**src/hw/rtl/stok_pkg.sv**
```systemverilog
// Types, constants and helper functions of the source tokenizer.
// Used by stok_front, stok_queue, stok_back, source_tokenizer and stok_checker.
`timescale 1ns / 1ps

package stok_pkg;

    // Counter widths
    localparam int POSITION_BITS = 16;
    localparam int LINE_BITS     = 16;
    localparam int POS_EXT       = (POSITION_BITS > 16) ? POSITION_BITS : 16;
    localparam int LINE_EXT      = (LINE_BITS > 16) ? LINE_BITS : 16;

    // Token queue between front and back
    localparam int QUEUE_DEPTH = 4;
    localparam int QPTR_BITS   = (QUEUE_DEPTH > 1) ? $clog2(QUEUE_DEPTH) : 1;
    localparam int QCNT_BITS   = $clog2(QUEUE_DEPTH + 1);

    // Token kinds
    localparam logic [3:0] KIND_EOF     = 4'd0;
    localparam logic [3:0] KIND_ILLEGAL = 4'd1;
    localparam logic [3:0] KIND_IDENT   = 4'd2;
    localparam logic [3:0] KIND_INT     = 4'd3;
    localparam logic [3:0] KIND_ASSIGN  = 4'd4;
    localparam logic [3:0] KIND_SEMI    = 4'd5;
    localparam logic [3:0] KIND_LPAREN  = 4'd6;
    localparam logic [3:0] KIND_RPAREN  = 4'd7;
    localparam logic [3:0] KIND_LBRACE  = 4'd8;
    localparam logic [3:0] KIND_RBRACE  = 4'd9;
    localparam logic [3:0] KIND_PLUS    = 4'd10;
    localparam logic [3:0] KIND_MINUS   = 4'd11;
    localparam logic [3:0] KIND_COMMA   = 4'd12;
    localparam logic [3:0] KIND_LET     = 4'd13;
    localparam logic [3:0] KIND_FN      = 4'd14;
    localparam logic [3:0] KIND_RETURN  = 4'd15;

    // Keyword candidate bits
    localparam logic [2:0] CAND_ALL = 3'b111;

    typedef enum logic [1:0] {
        MODE_IDLE   = 2'd0,
        MODE_IDENT  = 2'd1,
        MODE_NUMBER = 2'd2
    } scan_mode_t;

    typedef struct packed {
        logic [3:0]  kind;
        logic [15:0] start;
        logic [15:0] length;
        logic [15:0] line;
    } token_t;

    // One queue entry: the tokens caused by a single byte
    typedef struct packed {
        logic   two;
        token_t tok0;
        token_t tok1;
    } entry_t;

    function automatic logic is_alpha_us(logic [7:0] c);
        return (c >= "a" && c <= "z") || (c >= "A" && c <= "Z") || (c == "_");
    endfunction

    function automatic logic is_decimal_char(logic [7:0] c);
        return (c >= "0") && (c <= "9");
    endfunction

    function automatic logic is_space(logic [7:0] c);
        return (c == " ") || (c == 8'h09) || (c == 8'h0D) || (c == 8'h0A);
    endfunction

    // Kind of a one-byte punctuation token, KIND_EOF when not punctuation
    function automatic logic [3:0] punct_kind(logic [7:0] c);
        logic [3:0] k;
        unique case (c)
            "=":     k = KIND_ASSIGN;
            ";":     k = KIND_SEMI;
            "(":     k = KIND_LPAREN;
            ")":     k = KIND_RPAREN;
            "{":     k = KIND_LBRACE;
            "}":     k = KIND_RBRACE;
            "+":     k = KIND_PLUS;
            "-":     k = KIND_MINUS;
            ",":     k = KIND_COMMA;
            default: k = KIND_EOF;
        endcase
        return k;
    endfunction

    function automatic logic [7:0] let_char(logic [1:0] i);
        logic [7:0] ch;
        unique case (i)
            2'd0:    ch = "l";
            2'd1:    ch = "e";
            2'd2:    ch = "t";
            default: ch = 8'h00;
        endcase
        return ch;
    endfunction

    function automatic logic [7:0] fn_char(logic i);
        return i ? 8'("n") : 8'("f");
    endfunction

    function automatic logic [7:0] return_char(logic [2:0] i);
        logic [7:0] ch;
        unique case (i)
            3'd0:    ch = "r";
            3'd1:    ch = "e";
            3'd2:    ch = "t";
            3'd3:    ch = "u";
            3'd4:    ch = "r";
            3'd5:    ch = "n";
            default: ch = 8'h00;
        endcase
        return ch;
    endfunction

    // Drop every keyword that lacks character c at index idx
    function automatic logic [2:0] kw_filter(logic [2:0] cand,
                                             logic [POSITION_BITS-1:0] idx,
                                             logic [7:0] c);
        logic [2:0] keep;
        keep[0] = (idx < POSITION_BITS'(3)) && (let_char(idx[1:0]) == c);
        keep[1] = (idx < POSITION_BITS'(2)) && (fn_char(idx[0]) == c);
        keep[2] = (idx < POSITION_BITS'(6)) && (return_char(idx[2:0]) == c);
        return cand & keep;
    endfunction

    // Clamp a position value to the 16-bit token fields
    function automatic logic [15:0] sat_pos(logic [POSITION_BITS-1:0] v);
        logic [POS_EXT-1:0] x;
        x = POS_EXT'(v);
        if (x > POS_EXT'(16'hFFFF))
            return 16'hFFFF;
        return x[15:0];
    endfunction

    // Clamp a line value to the 16-bit token field
    function automatic logic [15:0] sat_line(logic [LINE_BITS-1:0] v);
        logic [LINE_EXT-1:0] x;
        x = LINE_EXT'(v);
        if (x > LINE_EXT'(16'hFFFF))
            return 16'hFFFF;
        return x[15:0];
    endfunction

endpackage

```
**src/hw/rtl/stok_front.sv**
```systemverilog
// Front end of the tokenizer: takes one byte a cycle unless the queue is full, tracks word,
// position and line state, builds the token entry the byte causes. Depends on stok_pkg.
`timescale 1ns / 1ps

module stok_front
(
    input  logic                  clk,
    input  logic                  rst_n,
    input  logic                  char_valid,
    input  logic [7:0]            char_in,
    input  logic                  q_full,
    output logic                  push,
    output stok_pkg::entry_t      push_entry
);

    stok_pkg::scan_mode_t                mode_reg, mode_next;
    logic [stok_pkg::POSITION_BITS-1:0]  start_reg, start_next;
    logic [stok_pkg::POSITION_BITS-1:0]  pos_reg, pos_next;
    logic [stok_pkg::LINE_BITS-1:0]      line_reg, line_next;
    logic [2:0]                          cand_reg, cand_next;

    logic                                accept;
    logic [stok_pkg::POSITION_BITS-1:0]  word_len;
    logic [stok_pkg::POSITION_BITS-1:0]  pos_adv;
    logic [stok_pkg::LINE_BITS-1:0]      line_adv;
    logic [3:0]                          pk;
    logic [3:0]                          word_kind;
    logic                                in_word;
    logic                                word_goes_on;
    logic                                have_word;
    logic                                have_char;
    stok_pkg::token_t                    word_tok;
    stok_pkg::token_t                    char_tok;

    assign accept   = char_valid && !q_full;
    assign word_len = pos_reg - start_reg;
    assign pos_adv  = (pos_reg == {stok_pkg::POSITION_BITS{1'b1}}) ? pos_reg
                                                                   : pos_reg + 1'b1;
    assign line_adv = (line_reg == {stok_pkg::LINE_BITS{1'b1}}) ? line_reg
                                                                : line_reg + 1'b1;
    assign pk       = stok_pkg::punct_kind(char_in);

    // Scan state register
    always_ff @(posedge clk or negedge rst_n)
    begin
        if (!rst_n)
        begin
            mode_reg  <= stok_pkg::MODE_IDLE;
            start_reg <= '0;
            pos_reg   <= '0;
            line_reg  <= stok_pkg::LINE_BITS'(1);
            cand_reg  <= stok_pkg::CAND_ALL;
        end
        else if (accept)
        begin
            mode_reg  <= mode_next;
            start_reg <= start_next;
            pos_reg   <= pos_next;
            line_reg  <= line_next;
            cand_reg  <= cand_next;
        end
    end

    // Word kind at the end of a word: INT for a number, else a keyword check on the identifier
    always_comb
    begin
        word_kind = stok_pkg::KIND_IDENT;
        if (mode_reg == stok_pkg::MODE_NUMBER)
            word_kind = stok_pkg::KIND_INT;
        else if (cand_reg[0] && word_len == stok_pkg::POSITION_BITS'(3))
            word_kind = stok_pkg::KIND_LET;
        else if (cand_reg[1] && word_len == stok_pkg::POSITION_BITS'(2))
            word_kind = stok_pkg::KIND_FN;
        else if (cand_reg[2] && word_len == stok_pkg::POSITION_BITS'(6))
            word_kind = stok_pkg::KIND_RETURN;
    end

    // Next state and the tokens of this byte
    always_comb
    begin
        mode_next  = mode_reg;
        start_next = start_reg;
        pos_next   = pos_reg;
        line_next  = line_reg;
        cand_next  = cand_reg;
        have_char  = 1'b0;

        in_word      = (mode_reg == stok_pkg::MODE_IDENT) ||
                       (mode_reg == stok_pkg::MODE_NUMBER);
        word_goes_on = ((mode_reg == stok_pkg::MODE_IDENT) && stok_pkg::is_alpha_us(char_in)) ||
                       ((mode_reg == stok_pkg::MODE_NUMBER) &&
                        stok_pkg::is_decimal_char(char_in));
        have_word    = in_word && !word_goes_on;

        word_tok.kind   = word_kind;
        word_tok.start  = stok_pkg::sat_pos(start_reg);
        word_tok.length = stok_pkg::sat_pos(word_len);
        word_tok.line   = stok_pkg::sat_line(line_reg);

        char_tok.kind   = stok_pkg::KIND_ILLEGAL;
        char_tok.start  = stok_pkg::sat_pos(pos_reg);
        char_tok.length = 16'd1;
        char_tok.line   = stok_pkg::sat_line(line_reg);

        if (word_goes_on)
        begin
            // Word continues: narrow the keyword set of an identifier and move on
            if (mode_reg == stok_pkg::MODE_IDENT)
                cand_next = stok_pkg::kw_filter(cand_reg, word_len, char_in);
            pos_next = pos_adv;
        end
        else
        begin
            mode_next = stok_pkg::MODE_IDLE;
            if (char_in == 8'h00)
            begin
                // End of input: emit EOF and go back to the reset state
                have_char       = 1'b1;
                char_tok.kind   = stok_pkg::KIND_EOF;
                char_tok.length = 16'd0;
                start_next      = '0;
                pos_next        = '0;
                line_next       = stok_pkg::LINE_BITS'(1);
                cand_next       = stok_pkg::CAND_ALL;
            end
            else if (stok_pkg::is_space(char_in))
            begin
                if (char_in == 8'h0A)
                    line_next = line_adv;
                pos_next = pos_adv;
            end
            else if (pk != stok_pkg::KIND_EOF)
            begin
                have_char     = 1'b1;
                char_tok.kind = pk;
                pos_next      = pos_adv;
            end
            else if (stok_pkg::is_alpha_us(char_in))
            begin
                mode_next  = stok_pkg::MODE_IDENT;
                start_next = pos_reg;
                cand_next  = stok_pkg::kw_filter(stok_pkg::CAND_ALL,
                                                 stok_pkg::POSITION_BITS'(0), char_in);
                pos_next   = pos_adv;
            end
            else if (stok_pkg::is_decimal_char(char_in))
            begin
                mode_next  = stok_pkg::MODE_NUMBER;
                start_next = pos_reg;
                cand_next  = stok_pkg::CAND_ALL;
                pos_next   = pos_adv;
            end
            else
            begin
                have_char = 1'b1;
                pos_next  = pos_adv;
            end
        end

        push            = accept && (have_word || have_char);
        push_entry.two  = have_word && have_char;
        push_entry.tok0 = have_word ? word_tok : char_tok;
        push_entry.tok1 = char_tok;
    end

endmodule

```
**src/hw/rtl/stok_queue.sv**
```systemverilog
// Short register queue of token entries between the front and back ends.
// Depends on stok_pkg.
`timescale 1ns / 1ps

module stok_queue
(
    input  logic              clk,
    input  logic              rst_n,
    input  logic              push,
    input  stok_pkg::entry_t  push_entry,
    input  logic              pop,
    output logic              full,
    output logic              empty,
    output stok_pkg::entry_t  head
);

    stok_pkg::entry_t                slots_reg [stok_pkg::QUEUE_DEPTH];
    logic [stok_pkg::QPTR_BITS-1:0]  wr_ptr_reg, wr_ptr_next;
    logic [stok_pkg::QPTR_BITS-1:0]  rd_ptr_reg, rd_ptr_next;
    logic [stok_pkg::QCNT_BITS-1:0]  count_reg, count_next;
    logic                            do_push;
    logic                            do_pop;

    assign full    = (count_reg == stok_pkg::QCNT_BITS'(stok_pkg::QUEUE_DEPTH));
    assign empty   = (count_reg == '0);
    assign do_push = push && !full;
    assign do_pop  = pop && !empty;
    assign head    = slots_reg[rd_ptr_reg];

    // Pointer and fill count update
    always_comb
    begin
        wr_ptr_next = wr_ptr_reg;
        rd_ptr_next = rd_ptr_reg;
        count_next  = count_reg;
        if (do_push)
            wr_ptr_next = (wr_ptr_reg == stok_pkg::QPTR_BITS'(stok_pkg::QUEUE_DEPTH - 1))
                          ? '0 : wr_ptr_reg + 1'b1;
        if (do_pop)
            rd_ptr_next = (rd_ptr_reg == stok_pkg::QPTR_BITS'(stok_pkg::QUEUE_DEPTH - 1))
                          ? '0 : rd_ptr_reg + 1'b1;
        if (do_push && !do_pop)
            count_next = count_reg + 1'b1;
        else if (do_pop && !do_push)
            count_next = count_reg - 1'b1;
    end

    always_ff @(posedge clk or negedge rst_n)
    begin
        if (!rst_n)
        begin
            wr_ptr_reg <= '0;
            rd_ptr_reg <= '0;
            count_reg  <= '0;
        end
        else
        begin
            wr_ptr_reg <= wr_ptr_next;
            rd_ptr_reg <= rd_ptr_next;
            count_reg  <= count_next;
        end
    end

    // Entry storage
    always_ff @(posedge clk)
    begin
        if (do_push)
            slots_reg[wr_ptr_reg] <= push_entry;
    end

endmodule

```
**src/hw/rtl/stok_back.sv**
```systemverilog
// Back end of the tokenizer: unpacks queue entries into single tokens and holds them in the
// output register until the consumer takes them. Depends on stok_pkg.
`timescale 1ns / 1ps

module stok_back
(
    input  logic              clk,
    input  logic              rst_n,
    input  logic              q_empty,
    input  stok_pkg::entry_t  q_head,
    output logic              q_pop,
    input  logic              token_stall,
    output logic              token_valid,
    output stok_pkg::token_t  out_tok,
    output logic              out_last
);

    logic              out_valid_reg, out_valid_next;
    logic              pend_valid_reg, pend_valid_next;
    stok_pkg::token_t  out_tok_reg, out_tok_next;
    logic              out_last_reg, out_last_next;
    stok_pkg::token_t  pend_tok_reg, pend_tok_next;
    logic              load;

    assign load        = !out_valid_reg || !token_stall;
    assign token_valid = out_valid_reg;
    assign out_tok     = out_tok_reg;
    assign out_last    = out_last_reg;

    // Pick the next token: the held second token first, then the queue head
    always_comb
    begin
        out_valid_next  = out_valid_reg;
        pend_valid_next = pend_valid_reg;
        out_tok_next    = out_tok_reg;
        out_last_next   = out_last_reg;
        pend_tok_next   = pend_tok_reg;
        q_pop           = 1'b0;
        if (load)
        begin
            if (pend_valid_reg)
            begin
                out_valid_next  = 1'b1;
                out_tok_next    = pend_tok_reg;
                out_last_next   = 1'b1;
                pend_valid_next = 1'b0;
            end
            else if (!q_empty)
            begin
                q_pop           = 1'b1;
                out_valid_next  = 1'b1;
                out_tok_next    = q_head.tok0;
                out_last_next   = !q_head.two;
                pend_valid_next = q_head.two;
                pend_tok_next   = q_head.tok1;
            end
            else
            begin
                out_valid_next = 1'b0;
            end
        end
    end

    always_ff @(posedge clk or negedge rst_n)
    begin
        if (!rst_n)
        begin
            out_valid_reg  <= 1'b0;
            pend_valid_reg <= 1'b0;
        end
        else
        begin
            out_valid_reg  <= out_valid_next;
            pend_valid_reg <= pend_valid_next;
        end
    end

    // Payload registers
    always_ff @(posedge clk)
    begin
        out_tok_reg  <= out_tok_next;
        out_last_reg <= out_last_next;
        pend_tok_reg <= pend_tok_next;
    end

endmodule

```
**src/hw/rtl/source_tokenizer.sv**
```systemverilog
// A byte's tokens pass through the token queue and then the output register to the outputs.
// Throughput: one byte per cycle in while char_stall is low, one token per cycle out while
// token_stall is low; a byte that ends a word and also makes a token of its own gives two tokens.
// The four-entry token queue absorbs these bursts; char_stall rises only when it is full.
// Reset (rst_n low, asynchronous): position 0, line 1, not inside a word, queue and output empty.
`timescale 1ns / 1ps

module source_tokenizer
(
    input  logic         clk,
    input  logic         rst_n,
    input  logic         char_valid,
    output logic         char_stall,
    input  logic [7:0]   char_in,
    output logic         token_valid,
    input  logic         token_stall,
    output logic [3:0]   token_kind,
    output logic [15:0]  token_start,
    output logic [15:0]  token_length,
    output logic [15:0]  token_line,
    output logic         last_of_run
);

    logic              push;
    stok_pkg::entry_t  push_entry;
    logic              q_full;
    logic              q_empty;
    logic              q_pop;
    stok_pkg::entry_t  q_head;
    stok_pkg::token_t  out_tok;

    assign char_stall   = q_full;
    assign token_kind   = out_tok.kind;
    assign token_start  = out_tok.start;
    assign token_length = out_tok.length;
    assign token_line   = out_tok.line;

    // Byte classification and scan state
    stok_front u_front
    (
        .clk        (clk),
        .rst_n      (rst_n),
        .char_valid (char_valid),
        .char_in    (char_in),
        .q_full     (q_full),
        .push       (push),
        .push_entry (push_entry)
    );

    // Token entry queue
    stok_queue u_queue
    (
        .clk        (clk),
        .rst_n      (rst_n),
        .push       (push),
        .push_entry (push_entry),
        .pop        (q_pop),
        .full       (q_full),
        .empty      (q_empty),
        .head       (q_head)
    );

    // Token output stage
    stok_back u_back
    (
        .clk         (clk),
        .rst_n       (rst_n),
        .q_empty     (q_empty),
        .q_head      (q_head),
        .q_pop       (q_pop),
        .token_stall (token_stall),
        .token_valid (token_valid),
        .out_tok     (out_tok),
        .out_last    (last_of_run)
    );

endmodule

```
**config.mk**
```make
export PLATFORM = sky130hd
export DESIGN_NAME = source_tokenizer
export DESIGN_NICKNAME = d
export VERILOG_FILES = /design/src/hw/rtl/stok_pkg.sv /design/src/hw/rtl/stok_front.sv /design/src/hw/rtl/stok_queue.sv /design/src/hw/rtl/stok_back.sv /design/src/hw/rtl/source_tokenizer.sv
export SDC_FILE = /design/constraint.sdc
export NUM_CORES = 1
export LEC_CHECK = 0
export BUFFER_PORTS_ARGS = -buffer_cell sky130_fd_sc_hd__buf_4
export CELL_PAD_IN_SITES_DETAIL_PLACEMENT = 1
export CELL_PAD_IN_SITES_GLOBAL_PLACEMENT = 1
export CORE_MARGIN = 4
export CORE_UTILIZATION = 25
export CTS_CLUSTER_DIAMETER = 120
export DETAILED_ROUTE_END_ITERATION = 16
export MAX_ROUTING_LAYER = met4
export PLACE_DENSITY_LB_ADDON = 0.1
export SYNTH_ARGS = -nofsm -noshare
export SYNTH_HDL_FRONTEND = slang
export SYNTH_SLANG_ARGS = --single-unit
```
**constraint.sdc**
```tcl
create_clock -name clk -period 6.9 [get_ports clk]
set_clock_uncertainty 0.2 [all_clocks]
set_input_delay 0.69 -clock clk [delete_from_list [all_inputs] [get_ports clk]]
set_output_delay 0.69 -clock clk [all_outputs]
set_load 0.01 [all_outputs]
```
## After elaboration in Yosys (flattened, before gate mapping)

Memories as Yosys holds them, arrays and structs flattened.
Cells that the tools add are included.

- $lt $le $gt $ge: 13
- Muxes and demuxes: 86
- Add/subtract/negate cells: 7
- Bitwise operators: 4
- Reduce and logical (&&, ||, !) cells: 53
- Equality and inequality tests: 44

Operators by type and width:

| cell | count |
|---|---|
| $mux W16 | 21 |
| $mux W52 | 3 |
| $mux W8 | 14 |
| $eq A8 B6 Y1 const B | 8 |
| $gt A16 B16 Y1 const B | 4 |
| $eq A8 B8 Y1 | 5 |
| $mux W4 | 9 |
| $pmux W4 S9 | 1 |
| $pmux W7 S5 | 1 |
| $add A16 B1 Y16 const B | 2 |
| $eq A16 B16 Y1 const B | 2 |
| $eq A16 B2 Y1 const B | 2 |
| $lt A16 B2 Y1 const B | 2 |
| $mux W3 | 9 |
| $eq A8 B4 Y1 const B | 3 |
| $eq A8 B7 Y1 const B | 3 |
| $pmux W7 S3 | 1 |
| $mux W1 | 20 |
| $logic_and A1 B1 Y1 | 19 |
| $eq A16 B3 Y1 const B | 1 |
| $ge A8 B7 Y1 const B | 2 |
| $le A8 B7 Y1 const B | 2 |
| $lt A16 B3 Y1 const B | 1 |
| $sub A16 B16 Y16 | 1 |
| other kinds (29) | 71 |

- Flip-flop bits (word level): 167
- Logic and storage cells: 227
- Memory bits (writable): 420
- Memories kept: 1
- Input port bits: 12

Memories:

| memory | words | bits a word | read ports | clocked after Yosys merged registers in | write ports | RTL line | source |
|---|---|---|---|---|---|---|---|
| u_queue.slots_reg | 4 | 105 | 1 | 0 | 1 | stok_queue.sv:17 | `stok_pkg::entry_t slots_reg [stok_pkg::QUEUE_DEPTH];` |

## Depth between registers and ports, before layout

- Depth in word-level cells: 16
- Gate-level depth with buffers: 13
- Mapped depth without buffers: 12

## Modules after synthesis

From an unflattened synthesis, not the netlist that was laid out.

- Cells, all modules: 1407
- Area, all modules: 24466.0 µm²

By module, submodules not included:

| module | times used | cells each | area each (µm²) | sequential area each (µm²) |
|---|---|---|---|---|
| stok_queue | 1 | 586 | 15567.4 | 12787.3 |
| stok_front | 1 | 647 | 4859.7 | 1331.3 |
| stok_back | 1 | 174 | 4038.9 | 3203.1 |

## Worst setup path before layout

No wires, ideal clock.

- Path kind: input to register
- Start point: input port token_stall
- End point: register u_queue.count_reg[1] (netlist bit)
- Stages: 7
- Library setup time: 125 ps
- Data required time: 6575 ps
- Slack: 1645 ps
- Data arrival time: 4930 ps
- Path through: nand2_1 nor3b_1 inv_1 ha_1 inv_1 fa_1 mux2_2

- Cells in the longest elaborated chain, start to end: 7
- Elaborated cells between the ends (all ways): 9

RTL lines:

| item | RTL line | source |
|---|---|---|
| from (decl) | source_tokenizer.sv:16 | `input logic token_stall,` |
| $logic_not A1 Y1 | stok_back.sv:25 | `assign load = !out_valid_reg \|\| !token_stall;` |
| $logic_or A1 B1 Y1 | stok_back.sv:25 |  |
| $mux W1 | stok_back.sv:39 | `if (load)` |
| $logic_and A1 B1 Y1 | stok_queue.sv:27 | `assign do_pop = pop && !empty;` |
| $logic_not A1 Y1 | stok_queue.sv:42 | `if (do_push && !do_pop)` |
| $logic_and A1 B1 Y1 | stok_queue.sv:42 |  |
| $mux W3 | stok_queue.sv:42 |  |
| via u_queue.count_next (one bit) | stok_queue.sv:20 | `logic [stok_pkg::QCNT_BITS-1:0] count_reg, count_next;` |
| to (signal assigned) | stok_queue.sv:60 | `count_reg <= count_next;` |
| to (decl) | stok_queue.sv:20 |  |

The timed path passes the listed nets, and every way through them passes these cells.
A chain may end at the register's enable or synchronous reset.

## Worst setup path in the final report

- Start point: register u_front.pos_reg[0] (netlist bit)
- End point: memory u_queue.slots_reg[2][85] (netlist bit), data pin

- Cells in the longest elaborated chain, start to end: 4

RTL lines:

| item | RTL line | source |
|---|---|---|
| from (decl) | stok_front.sv:18 | `logic [stok_pkg::POSITION_BITS-1:0] pos_reg, pos_next;` |
| from (signal assigned) | stok_front.sv:58 | `pos_reg <= pos_next;` |
| $gt A16 B16 Y1 | stok_pkg.sv:133 | `if (x > POS_EXT'(16'hFFFF))` |
| $mux W1 | stok_pkg.sv:133 |  |
| $mux W16 | stok_pkg.sv:135 | `return x[15:0];` |
| $mux W52 | stok_front.sv:162 | `push_entry.tok0 = have_word ? word_tok : char_tok;` |
| to (decl) | stok_queue.sv:17 |  |

No other way between the ends.

==> results.py <==
metrics = {
    "pwr": {
        "powerDensity_nw_per_um2": 454,
        "power_mw": 10.1,
        "power_leakage_nw": 7.65,
        "irDropWorstVdd_v": 0.000176,
    },
    "sta": {
        "drv_slew": 0,
        "layout_setup_ws_ns": 2.91,
        "worst_slew_margin_rel_pct": 32.8,
        "finalCritPeriodShare_pct": 57.8,
        "setup-tns-final_ns": 0,
        "worst_pin_slew_ns": 1.01,
        "clock.fmax_mhz": 251,
        "layout_min_cycle_time_ns": 3.99,
        "rsz0062_at_grt": "false",
        "finalHoldViolations": 0,
        "setup_viol": 0,
    },
    "setup_path": {
        "critPathArrivalTime_ns": 4.17,
        "worst_setup_path_end_kind": "register",
        "required_ns": 7.08,
        "path_max_fanout": 13,
        "crit_type": "register to register",
        "crit_path_start_kind": "register",
    },
    "logic_synthesis": {
        "yosysUniqueCellTypes": 82,
        "yosysTopAreaCellShare_pct": 61.2,
        "async_flop_share_pct": 13.8,
        "synthTopCellsByArea": "edfxtp_1, mux4_2, dfrtp_1",
        "synth-edff-count": 386,
        "yosysWarnings": 0,
        "yosys_register_bits": 448,
        "synthesis.nets": 1195,
        "ys.flop_type": "edfxtp_1",
        "syn_avg_cell_area_um2": 16.4,
        "synth_area_leader_cell": "edfxtp_1",
        "syn_area_um2": 18900,
        "synthesis.instances": 1156,
        "synth-seq-area-share_pct": 69.5,
    },
    "placement": {
        "place_area_um2": 20500,
        "gp_congestion": 0.733,
        "post-place-ws_ns": 2.37,
        "dp.cells": 2150,
        "port_buffers": 66,
        "dp_hpwl_um": 29100,
    },
    "grt": {
        "grt_pass1_vias": 11000,
        "grt_antenna_before_repair": 2,
        "grt_max_degree": 63,
        "overflow": 0,
        "track_usage_pct": 12.2,
        "grt_pass1_wl_um": 72800,
    },
    "clocking": {
        "clockBufferDepth": 3,
        "clockRootBuffer": "clkbuf_16",
        "cts_setup_buffers": 0,
        "path_clk_slew_ns": 0.06,
        "numCtsBuffers": 52,
        "insertion_delay_ns": 0.61,
        "h-tree-depth": 2,
        "cts_resized": 0,
        "hold_buffers": 0,
        "cts_tree": "yes",
        "cts_num_sinks": 448,
    },
    "routing": {
        "drt-initial-drc-count": 621,
        "dr.pass1.iters": 5,
        "wl_per_cell_um": 21.5,
        "vias": 10200,
        "drc_errors": 0,
        "drt_wl_total_um": 48300,
        "via_per_inst": 4.54,
        "ant_nets": 0,
    },
    "finish": {
        "final_common_cell": "edfxtp_1",
        "final_cell_mix": "edfxtp_1, buf_4, nor2_1, mux4_2, nand2_1",
        "regArea_um2": 13200,
        "multiInputGateArea_um2": 5440,
        "stdcell_count": 2248,
        "area_growth_pct": 17.6,
        "stdcell_area_um2": 22300,
        "largest_reg_flops": 296,
        "drive_gt1_share_pct": 24.3,
        "fillCellCount": 7642,
        "nets": 1274,
    },
    "die": {
        "fp-row-count": 100,
        "die_area_um2": 80200,
        "die_y_um": 283,
        "ios": 67,
        "start_util_pct": 25.3,
        "die_x_um": 283,
        "core_region_area_um2": 74700,
    },
    "min_path": {
        "hold_path_class": "input port to asynchronous set/reset pin",
    },
    "status": {
        "status": "completed",
    },
    "flow_run": {
        "cap_viol_max_count": 0,
    },
}
==> area by class of cell <==
| class | instances | share of cell area (%) |
|---|---|---|
| multi-input cells | 618 | 24.5 |
| diodes | 1 | 0.0112 |
| well taps | 969 | 5.45 |
| flip-flops and latches | 448 | 59.1 |
| repair buffers | 81 | 2.73 |
| clock inverters | 23 | 1.28 |
| clock buffers | 74 | 6.40 |
| inverters | 34 | 0.573 |
==> synth_stat cells, types with 5 or more instances <==
master and n:
a21o_1 5, dfrtp_1 58, nor3_1 17, nand3_1 15, o22ai_1 7, clkbuf_1 36
mux2_2 43, nand2b_1 6, nand2_1 64, a22o_1 19, edfxtp_1 386, nand4_1 19
mux4_2 74, nor2b_1 23, xnor2_1 13, a21oi_1 32, xor2_1 23, ha_1 25
o21ai_0 34, a31oi_1 5, and3_1 7, nor3b_1 10, inv_1 33, buf_2 15
nor2_1 75, and2_1 11
==> logic make-up (layout without fill, tap and decap cells) <==
kind of cell               count (synthesis)  count (layout)  synth area share, %
AOI/OAI and AO/OA                        158             158                 5.99
xor gates and xnor gates                  36              36                 1.67
adders and majority gates                 27              27                 1.86
buffers and inverters                     90             212                 1.94
DFF                                      448             448                 69.5
muxes                                    118             118                 11.4
other                                      0               1                    0
and+or+nand+nor                          279             279                 7.67
==> critical path: stages (launching register included) <==
cell       delay, ns
dfrtp_1         0.61
inv_1           0.09
ha_1            0.25
fa_1            0.43
and2b_4         0.30
o2111ai_1       0.14
a2111oi_1       0.52
a211o_2         0.20
nand3_2         0.06
nor4_2          0.50
a41oi_1         0.18
o21ai_1         0.29
==> power breakdown <==
group          internal (mW)  switching (mW)
combinational           1.35            1.77
clock                   1.63            1.11
sequential              3.88           0.366
==> worst paths after layout <==
kind	startpoint	to	slack [ns]	cells after the start
hold / removal	rst_n	u_front.line_reg[12]$_DFFE_PN0P_	0.02	1
max in group asynchronous	rst_n	u_queue.rd_ptr_reg[0]$_DFFE_PN0P_	5.73	1
hold reg to reg	u_front.start_reg[4]$_DFFE_PN0P_	u_front.start_reg[4]$_DFFE_PN0P_	0.30	1
setup / recovery	u_front.pos_reg[0]$_DFFE_PN0P_	u_queue.slots_reg[2][85]$_DFFE_PP_	2.91	11
min in group clk	token_stall	u_back.token_valid$_DFFE_PN0P_	0.16	3
setup reg to reg	u_front.pos_reg[0]$_DFFE_PN0P_	u_queue.slots_reg[2][85]$_DFFE_PP_	2.91	11
==> per-layer routing <==
layer | wire [um] | track usage (%) | vias to the layer above
met1 | 23300 | 16.7 | 5350
met4 | 910 | 3.16 | 0
met2 | 22700 | 19.1 | 117
met3 | 1330 | 1.87 | 63
met5 | 0 | - | -
li1 | - | - | 4672
==> metrics by stage <==
stage / utilization (%) / hold WS [ns]
2_1_floorplan: - / 0.194
3_3_place_gp: 27.5 / 0.282
3_5_place_dp: 27.5 / 0.281
4_1_cts: 29.8 / 0.0306
5_1_grt: 29.8 / 0.0784
6_report: 29.8 / 0.0235
Note: power is estimated with default switching activity, not from simulation.
